<file path="config.mk">
export PLATFORM = sky130hd
export DESIGN_NAME = rgii_scan
export DESIGN_NICKNAME = d
export VERILOG_FILES = /design/src/design/rgii_pkg.sv /design/src/design/rgii_scan.sv
export VERILOG_INCLUDE_DIRS = /design/src /design/src/design
export SDC_FILE = /design/constraint.sdc
export NUM_CORES = 1
export LEC_CHECK = 0
export ABC_AREA = 1
export BUFFER_PORTS_ARGS = -buffer_cell sky130_fd_sc_hd__buf_4
export CAP_MARGIN = 5
export CORE_ASPECT_RATIO = 0.5
export CORE_UTILIZATION = 55
export CTS_CLUSTER_DIAMETER = 200
export CTS_CLUSTER_SIZE = 14
export DETAILED_ROUTE_END_ITERATION = 7
export PLACE_DENSITY = 0.75
export SKIP_LAST_GASP = 1
export SYNTH_ARGS = -nofsm -noshare
export SYNTH_HDL_FRONTEND = slang
export SYNTH_SLANG_ARGS = --single-unit
</file>
<file path="constraint.sdc">
create_clock -name clk -period 6.3 [get_ports clk]
set_input_delay 1.26 -clock clk [delete_from_list [all_inputs] [get_ports clk]]
set_output_delay 1.26 -clock clk [all_outputs]
set_load 0.01 [all_outputs]
</file>
<file path="src/design/assert_macros.svh">
// Assertion helpers shared by the integral image block.
// RGII_ASSERT checks a property on every rising clock edge outside reset.
// RGII_NEVER checks that a condition never holds outside reset.
`ifndef ASSERT_MACROS_SVH
`define ASSERT_MACROS_SVH
`ifndef SYNTHESIS
`define RGII_ASSERT(lbl, clk, rstn, prop) \
    lbl: assert property (@(posedge clk) disable iff (!rstn) prop) \
        else $error("property violated");
`define RGII_NEVER(lbl, clk, rstn, cond) \
    lbl: assert property (@(posedge clk) disable iff (!rstn) !(cond)) \
        else $error("forbidden condition seen");
`else
`define RGII_ASSERT(lbl, clk, rstn, prop)
`define RGII_NEVER(lbl, clk, rstn, cond)
`endif
`endif

</file>
<file path="src/design/rgii_pkg.sv">
package rgii_pkg;

    // Default size limits
    localparam int DEF_MAX_WIDTH  = 1024;
    localparam int DEF_MAX_HEIGHT = 1024;

    // Field widths
    localparam int CFG_W    = 11;
    localparam int PIX_W    = 24;
    localparam int GRAY_W   = 8;
    localparam int AREA_W   = 28;
    localparam int SQUARE_W = 36;
    localparam int SQ_W     = 2 * GRAY_W;
    localparam int WSUM_W   = 15;
    localparam int PROD_W   = WSUM_W + 13;

    // Register reset values
    localparam logic [CFG_W-1:0] RST_IMAGE_WIDTH  = CFG_W'(640);
    localparam logic [CFG_W-1:0] RST_IMAGE_HEIGHT = CFG_W'(480);

    // Luma weights, in hundredths
    localparam logic [WSUM_W-1:0] W_RED   = WSUM_W'(30);
    localparam logic [WSUM_W-1:0] W_GREEN = WSUM_W'(59);
    localparam logic [WSUM_W-1:0] W_BLUE  = WSUM_W'(11);

    // floor(x / 100) as (x * 5243) >> 19, exact for x below 2^15
    localparam logic [PROD_W-1:0] RECIP_100   = PROD_W'(5243);
    localparam int                RECIP_SHIFT = 19;

    // Configuration register indexes
    typedef enum logic
    {
        REG_IMAGE_WIDTH  = 1'b0,
        REG_IMAGE_HEIGHT = 1'b1
    } cfg_reg_t;

    // Position flags of one pixel in the frame
    typedef struct packed
    {
        logic first;  // first pixel of its row
        logic top;    // pixel lies on the first row
        logic last;   // last pixel of the frame
    } pos_flags_t;

    // Weighted channel sum, 30R + 59G + 11B
    function automatic logic [WSUM_W-1:0] gray_weight(input logic [PIX_W-1:0] pix);
        logic [WSUM_W-1:0] r;
        logic [WSUM_W-1:0] g;
        logic [WSUM_W-1:0] b;
        r = WSUM_W'(pix[23:16]);
        g = WSUM_W'(pix[15:8]);
        b = WSUM_W'(pix[7:0]);
        return W_RED * r + W_GREEN * g + W_BLUE * b;
    endfunction

    // Divide the weighted sum by 100
    function automatic logic [GRAY_W-1:0] div100(input logic [WSUM_W-1:0] wsum);
        logic [PROD_W-1:0] prod;
        prod = PROD_W'(wsum) * RECIP_100;
        return GRAY_W'(prod >> RECIP_SHIFT);
    endfunction

endpackage

</file>
<file path="src/design/rgii_scan.sv">
`include "assert_macros.svh"

module rgii_scan
    import rgii_pkg::*;
#(
    parameter int MAX_WIDTH  = DEF_MAX_WIDTH,
    parameter int MAX_HEIGHT = DEF_MAX_HEIGHT,
    localparam int COL_W = (MAX_WIDTH > 1) ? $clog2(MAX_WIDTH) : 1
)
(
    input  logic             clk,
    input  logic             rst_n,
    input  logic             cfg_we,
    input  cfg_reg_t         cfg_index,
    input  logic [CFG_W-1:0] cfg_data,
    input  logic             step,
    output logic [COL_W-1:0] col,
    output pos_flags_t       flags
);

    localparam int ROW_W = (MAX_HEIGHT > 1) ? $clog2(MAX_HEIGHT) : 1;
    localparam int SZW_W = ($clog2(MAX_WIDTH + 1) > CFG_W) ? $clog2(MAX_WIDTH + 1) : CFG_W;
    localparam int SZH_W = ($clog2(MAX_HEIGHT + 1) > CFG_W) ? $clog2(MAX_HEIGHT + 1) : CFG_W;

    logic [CFG_W-1:0] width_reg;
    logic [CFG_W-1:0] width_next;
    logic [CFG_W-1:0] height_reg;
    logic [CFG_W-1:0] height_next;
    logic [COL_W-1:0] col_reg;
    logic [COL_W-1:0] col_next;
    logic [ROW_W-1:0] row_reg;
    logic [ROW_W-1:0] row_next;
    logic [SZW_W-1:0] width_eff;
    logic [SZH_W-1:0] height_eff;
    logic             row_end;
    logic             frame_end;

    // Decode register writes
    always_comb
    begin
        width_next  = width_reg;
        height_next = height_reg;
        if (cfg_we)
        begin
            unique case (cfg_index)
                REG_IMAGE_WIDTH:  width_next  = cfg_data;
                REG_IMAGE_HEIGHT: height_next = cfg_data;
                default:          width_next  = width_reg;
            endcase
        end
    end

    // Map zero or oversize settings to the limit
    always_comb
    begin
        if (width_reg == '0 || SZW_W'(width_reg) > SZW_W'(MAX_WIDTH))
        begin
            width_eff = SZW_W'(MAX_WIDTH);
        end
        else
        begin
            width_eff = SZW_W'(width_reg);
        end
        if (height_reg == '0 || SZH_W'(height_reg) > SZH_W'(MAX_HEIGHT))
        begin
            height_eff = SZH_W'(MAX_HEIGHT);
        end
        else
        begin
            height_eff = SZH_W'(height_reg);
        end
    end

    // Detect row and frame ends
    assign row_end   = (SZW_W'(col_reg) + SZW_W'(1)) >= width_eff;
    assign frame_end = row_end && ((SZH_W'(row_reg) + SZH_W'(1)) >= height_eff);

    // Advance the raster position
    always_comb
    begin
        col_next = col_reg;
        row_next = row_reg;
        if (step)
        begin
            if (row_end)
            begin
                col_next = '0;
                row_next = frame_end ? '0 : row_reg + ROW_W'(1);
            end
            else
            begin
                col_next = col_reg + COL_W'(1);
            end
        end
    end

    always_ff @(posedge clk or negedge rst_n)
    begin
        if (!rst_n)
        begin
            width_reg  <= RST_IMAGE_WIDTH;
            height_reg <= RST_IMAGE_HEIGHT;
            col_reg    <= '0;
            row_reg    <= '0;
        end
        else
        begin
            width_reg  <= width_next;
            height_reg <= height_next;
            col_reg    <= col_next;
            row_reg    <= row_next;
        end
    end

    assign col         = col_reg;
    assign flags.first = (col_reg == '0);
    assign flags.top   = (row_reg == '0);
    assign flags.last  = frame_end;

    `RGII_ASSERT(a_frame_wrap, clk, rst_n, step && frame_end |=> col_reg == '0 && row_reg == '0)
    `RGII_ASSERT(a_col_step, clk, rst_n, step && !row_end |=> col_reg == $past(col_reg) + COL_W'(1))
    `RGII_ASSERT(a_row_step, clk, rst_n, step && row_end && !frame_end |=> col_reg == '0 && row_reg == $past(row_reg) + ROW_W'(1))

endmodule

</file>
==> reports/results.ini, run 1 <==
[cts]
clock-sinks = 42
clk_pin_slew_ps = 80
clk_latency_ps = 300
clock-root-buffer = clkbuf_8
cts_setup_buffers = 0
h-tree-depth = 2
cts_buffers = 5
postCtsResizedCells = 0
cts_hold_buf = 0
cts_tree = built
cts.path.max_buffers = 2

[timing]
finalClockSkew_ps = 5.06
finalCriticalPeriod_ps = 4270
relSlewSlack_pct = 63.1
final.setup.tns_ps = 0
drv_slew = 0
setup_viol = 0
fmax_mhz = 234
grt_setup_unrepaired = false
fin_crit_sh_pct = 67.8
hold_viol_final = 0
tightestPinTransition_ps = 553

[route]
num_vias = 2654
vias_per_cell = 5.21
drt-initial-drc-count = 108
drt_pass1_iterations = 5
drc = 0
postRouteWirelength_um = 6480
antenna_left = 0
wl_per_cell_um = 12.7

[setup_path]
r2r_start = col[0]
endpoint_kind = output pin
path_class = reg -> out
r2r-end = row_reg[8]
required_ps = 5040
cp.arrival_ps = 3010
worst-r2r-cell-count = 17
cp_max_fo = 9
start_kind = flop
rrSetupSlack_ps = 3380

[placed_design]
hpwl_um = 4970
dp_cells = 501
gp_congestion = 0.855
port-buffer-count = 28
place_area_sq_mm = 0.00321

[final_layout]
seq_area_sq_mm = 0.00106
drive_above_1_share_pct = 13.2
final_util_pct = 65.4
diodes = 0
fillers = 458
nets = 480
design_area_sq_mm = 0.00330
areaGrowthSynthToFinish_pct = 11.9
instances_no_fill = 509
multi_input_area_sq_mm = 0.00158

[min_path]
hp-start = height_reg[8]
hold_path_class = reg -> reg
holdPathEnd = height_reg[8]
whs_path_depth = 2

[power]
p_total_w = 0.00135
power_leakage_nw = 1.82
power.density_mw_per_mm2 = 410
peakVddDrop_uv = 227

[floorplan]
dieArea_sq_mm = 0.00567
ios = 29
std_cell_rows = 18
die-height_um = 53.8
die_w_um = 106
start_util_pct = 58.4
design.core.area_sq_mm = 0.00504

[global_routing]
grt-ovfl-total = 0
track_usage_pct = 24.7
antenna_found_initial = 0
grt_max_degree = 43
grt_first_pass_wirelength_um = 10700
grt_pass1_vias = 2417

[yosys]
synth-seq-cells = 42
synth_warnings = 0
synth.cell_area_sq_mm = 0.00295
avgSynthCellArea_sq_um = 7.19
synth_edf_count = 0
synth_cell_types = 32
async_reset_ff_share_pct = 100
synth.net_count = 452
synth_top_area_share_pct = 30.6
synth_top_cell_by_area = dfrtp_1
synth_seq_area_share_pct = 35.9
synth_flop_cell = dfrtp_1
synth.area.top_cells = dfrtp_1 31%, nand2_1 15%, ha_1 11%
syn_inst = 410

[job]
drv_cap = 0

[status]
status = complete, no violations

-- synthesized netlist by cell type, drive strengths merged (5+ instances only) --
| cell type | n |
|---|---|
| a21oi | 6 |
| clkbuf | 5 |
| dfrtp | 36 |
| dfstp | 6 |
| ha | 26 |
| inv | 70 |
| nand2 | 121 |
| nand3 | 43 |
| nor2 | 30 |
| o21ai | 32 |
| o22ai | 5 |
| xor2 | 9 |
-- cell usage in the layout (no fill, tap or decap), types with 3 or more instances in the layout --
| cell type | instances |
|---|---|
| nand2_1 | 117 |
| inv_1 | 67 |
| nand3_1 | 41 |
| dfrtp_1 | 36 |
| buf_4 | 28 |
| o21ai_0 | 27 |
| nor2_1 | 26 |
| ha_1 | 26 |
| xor2_1 | 8 |
| clkbuf_8 | 6 |
| dfstp_2 | 6 |
| a21oi_1 | 5 |
| o22ai_1 | 5 |
| nand4_1 | 4 |
| nor3_1 | 4 |
| nand2_2 | 4 |
| inv_2 | 3 |
| nor2_4 | 3 |
| o21ai_1 | 3 |
-- per-layer routing --
metal | up-vias | part of all wire (%) | track usage [%]
met4 | 0 | 2.2 | 11.3
li1 | 1349 | - | -
met3 | 16 | 3.9 | 4.36
met5 | - | 0 | 0
met1 | 1229 | 47 | 30.0
met2 | 60 | 47 | 44.7
-- critical path, cell delays in order, from the launching register on --
cell     delay (ps)
dfrtp_1         550
ha_1            250
nand3_1         120
inv_1           120
nand3_1          90
xor2_1          190
inv_1            80
ha_1            310
nand2_1         100
inv_1            60
nand2_1          60
nand2_1          60
nand2_1          80
nand2_2          90
nor2_4          240
or2_1           160
inv_1            40
buf_4           140
-- kinds of logic after synthesis --
kind of cell    after synthesis  synth area share [%]
buf+inv                      78                  10.3
fa+ha+maj                    26                  11.0
simple gates                210                  31.4
compound gates               45                  8.41
flops                        42                  35.9
xor+xnor                      9                  2.93
-- report_power, final --
| part | total, W | internal [W] | switching (W) |
|---|---|---|---|
| combinational | 0.000748 | 0.000287 | 0.000461 |
| sequential | 0.000423 | 0.000343 | 0.0000804 |
| clock | 0.000182 | 0.0000885 | 0.0000931 |
-- per-stage QoR --
stage               worst slack, ps  hold slack, ps
floorplan                      2760             467
global placement               2490             491
detailed placement             2390             499
CTS                            2040             515
global route                   1830             529
finish                         2030             512
-- layout make-up --
cell class                      instances  area share, %
Tap cell                               70           2.66
Multi-Input combinational cell        290           48.0
Sequential cell                        42           32.1
Inverter                               71           8.08
Clock inverter                          1          0.152
Clock buffer                            7           2.62
Timing Repair Buffer                   28           6.37
-- worst max path at each step --
stage / endpoint / slack (ps) / from
4_1_cts: flags[0] / 2040 / col[0]
3_3_place_gp: flags[0] / 2490 / col[0]
3_5_place_dp: flags[0] / 2390 / col[0]
5_1_grt: flags[0] / 1830 / col[0]
2_1_floorplan: flags[0] / 2760 / col[0]
6_report: flags[0] / 2030 / col[0]
(Power assumes the default switching activity.)
==> inputs of run 2 (changes only) <==
ABC_AREA = 0   (was 1)
CORE_UTILIZATION = 53   (was 55)
PLACE_DENSITY = 0.76   (was 0.75)
clock period = 3.8 ns   (was 6.3 ns; I/O delays follow)
==> run 2 against run 1 <==
Effect of this change: combinational power down 1%; critical path type unchanged; total power up 29%; register-to-register slack worse by 2600 ps; synthesized cell count down 34%.
==> reports/results.ini, run 2 <==
[status]
status = complete, no violations  ; unchanged

[yosys]
async_reset_ff_share_pct = 100  ; unchanged
synth.net_count = 314  ; was 452
synth.top_cells.by_count = 36 x dfrtp_1, 26 x ha_1, 23 x mux2_2, 23 x nand2b_1, 18 x nand2_1  ; was 117 x nand2_1, 67 x inv_1, 41 x nand3_1
synth_top_area_share_pct = 33.3  ; was 30.6%
synth.cell_area_sq_mm = 0.00271  ; was 0.00295 sq mm
synth_flop_cell = dfrtp_1  ; unchanged
avgSynthCellArea_sq_um = 9.95  ; was 7.19 sq um
syn_inst = 272  ; was 410
synth.most_common_cell = dfrtp_1  ; was nand2_1
synth_top_cell_by_area = dfrtp_1  ; unchanged
synth_warnings = 0  ; unchanged
synth-seq-cells = 42  ; unchanged
synth_seq_area_share_pct = 39.1  ; was 35.9%
synth.area.top_cells = dfrtp_1 33%, ha_1 12%, mux2_2 9.6%  ; was dfrtp_1 31%, nand2_1 15%, ha_1 11%
synth_cell_types = 39  ; was 32
synth_edf_count = 0  ; unchanged

[cts]
cts_buffers = 5  ; unchanged
h-tree-depth = 2  ; unchanged
cts_tree = built  ; unchanged
clock-sinks = 42  ; unchanged
clk_latency_ps = 290  ; was 300 ps
clk_pin_slew_ps = 80  ; about the same
cts.path.max_buffers = 2  ; unchanged
clock-root-buffer = clkbuf_8  ; unchanged
cts_hold_buf = 0  ; unchanged

[power]
p_total_w = 0.00175  ; was 0.00135 W
power.density_mw_per_mm2 = 568  ; was 410 mW/mm^2
peakVddDrop_uv = 361  ; was 227 uV
power_leakage_nw = 1.40  ; was 1.82 nW

[setup_path]
cp_top_family = simple AND/OR/NAND/NOR gates  ; unchanged
crit_chain = ha_1, inv_1, nor2_1, and4_1, and3_1, ha_1, a21oi_1, o21ai_0, or3_4, a21boi_0, buf_4  ; was ha_1, nand3_1, inv_1, nand3_1, xor2_1, inv_1, ha_1, nand2_1, inv_1, nand2_1, nand2_1, nand2_1, nand2_2, nor2_4, or2_1, inv_1, buf_4
path_class = reg -> out  ; unchanged
cp_max_fo = 11  ; was 9
rrSetupSlack_ps = 790  ; was 3380 ps
timing.critical_path.buf_inv = 2  ; was 5
crit_slowest_cell = or3_4  ; was dfrtp_1
cp_common_cell = ha_1
endpoint_kind = output pin  ; unchanged
crit_path_max_incr_delay_ps = 440  ; was 550 ps
required_ps = 3040  ; was 5040 ps
cp.arrival_ps = 2890  ; was 3010 ps
start_kind = flop  ; unchanged

[global_routing]
grt_max_degree = 43  ; unchanged
track_usage_pct = 23.2  ; was 24.7%
grt_first_pass_wirelength_um = 9330  ; was 10700 um
grt_pass1_vias = 1978  ; was 2417
antenna_found_initial = 0  ; unchanged
grt-ovfl-total = 0  ; unchanged

[timing]
tightestPinTransition_ps = 933  ; was 553 ps
setup_viol = 0  ; unchanged
fmax_mhz = 274
finalClockSkew_ps = 9.73  ; was 5.06 ps
relSlewSlack_pct = 37.7  ; was 63.1%
timing.hold.ws_ps = 442  ; was 512 ps
drv_slew = 0  ; unchanged
finalCriticalPeriod_ps = 3650
fin_crit_sh_pct = 95.9
hold_viol_final = 0  ; unchanged
final.setup.tns_ps = 0  ; unchanged

[floorplan]
ios = 29  ; unchanged
std_cell_rows = 17  ; was 18
start_util_pct = 58.4  ; about the same
design.core.area_sq_mm = 0.00464  ; was 0.00504 sq mm
die-height_um = 52.5  ; was 53.8 um
die_w_um = 103  ; was 106 um
dieArea_sq_mm = 0.00541  ; was 0.00567 sq mm

[min_path]
hold_path_class = in -> async  ; was reg -> reg

[route]
antenna_left = 0  ; unchanged
num_vias = 2054  ; was 2654
drc = 0  ; unchanged
drt_pass1_iterations = 4  ; was 5
wl_per_cell_um = 15.0  ; was 12.7 um
postRouteWirelength_um = 5490  ; was 6480 um
drt-initial-drc-count = 55  ; was 108
vias_per_cell = 5.61  ; was 5.21

[final_layout]
layout_commonest_cell = dfrtp_1  ; was nand2_1
mostFrequentLayoutCells = 36 x dfrtp_1, 31 x buf_4, 26 x ha_1, 23 x nand2b_1, 23 x mux2_2  ; was 117 x nand2_1, 67 x inv_1, 41 x nand3_1, 36 x dfrtp_1, 28 x buf_4
areaGrowthSynthToFinish_pct = 14.1  ; was 11.9%
nets = 341  ; was 480
drive_above_1_share_pct = 24.7  ; was 13.2%
instances_no_fill = 366  ; was 509
diodes = 0  ; unchanged
design_area_sq_mm = 0.00309  ; was 0.00330 sq mm

[placed_design]
port-buffer-count = 28  ; unchanged
dp_cells = 356  ; was 501
hpwl_um = 4040  ; was 4970 um
place_area_sq_mm = 0.00296  ; was 0.00321 sq mm
gp_congestion = 0.897  ; was 0.855

[job]
drv_cap = 0  ; unchanged

==> run 2: power by group <==
| group | internal, W | total [W] | switching [W] |
|---|---|---|---|
| combinational | 0.000358 | 0.000740 | 0.000381 |
| sequential | 0.000545 | 0.000663 | 0.000118 |
| clock | 0.000197 | 0.000349 | 0.000152 |
==> run 2: per-layer routing <==
| layer | share of wire [%] | global-route usage (%) | up-vias |
|---|---|---|---|
| li1 | - | - | 1015 |
| met1 | 50 | 31.6 | 996 |
| met2 | 45 | 37.9 | 38 |
| met3 | 4.0 | 5.20 | 5 |
| met4 | 0.55 | 5.40 | 0 |
| met5 | 0 | 0 | - |
==> run 2: path summary, 6_finish.rpt <==
| check | from | endpoint | cells after the start |
|---|---|---|---|
| max | row_reg[0] | flags[0] | 11 |
| min | rst_n | row_reg[1] | 1 |
| max reg2reg | col[2] | row_reg[5] | 12 |
| min reg2reg | height_reg[9] | height_reg[9] | 1 |
| max in group asynchronous | rst_n | width_reg[9] | 1 |
| min in group clk | height_reg[9] | height_reg[9] | 1 |
==> run 2: cell families (layout without fill, tap and decap cells) <==
| group | after synthesis | count (layout) | share of synthesized area, % |
|---|---|---|---|
| adders and majority gates | 26 | 26 | 12.0 |
| muxes | 24 | 24 | 9.94 |
| and+or+nand+nor | 100 | 100 | 20.7 |
| xor gates and xnor gates | 16 | 16 | 5.18 |
| buffers and inverters | 26 | 54 | 3.98 |
| DFF | 42 | 42 | 39.1 |
| AOI/OAI and AO/OA | 38 | 38 | 9.06 |
==> run 2: through the flow <==
stage | worst slack [ps] | util (%)
2_1_floorplan | 557 | -
5_1_grt | -35.2 | 66.6
3_5_place_dp | 369 | 63.7
4_1_cts | 37.5 | 66.0
6_report | 154 | 66.6
3_3_place_gp | 442 | 63.7
==> run 2: area by class of cell <==
cell class | instances | area (sq um)
clock buffer | 7 | 76.3
clock inverter | 1 | 30.0
fill | 380 | 1550
inverter | 15 | 56.3
multi-input combinational | 204 | 1550
sequential | 42 | 1060
tap | 66 | 82.6
timing repair buffer | 31 | 233
==> run 2: repair_timing <==
item | CTS | global route
setup endpoints to repair | 0 | 1
hold endpoints to repair | 0 | 0
buffers inserted | 0 | 2
gates resized for setup | 0 | 2
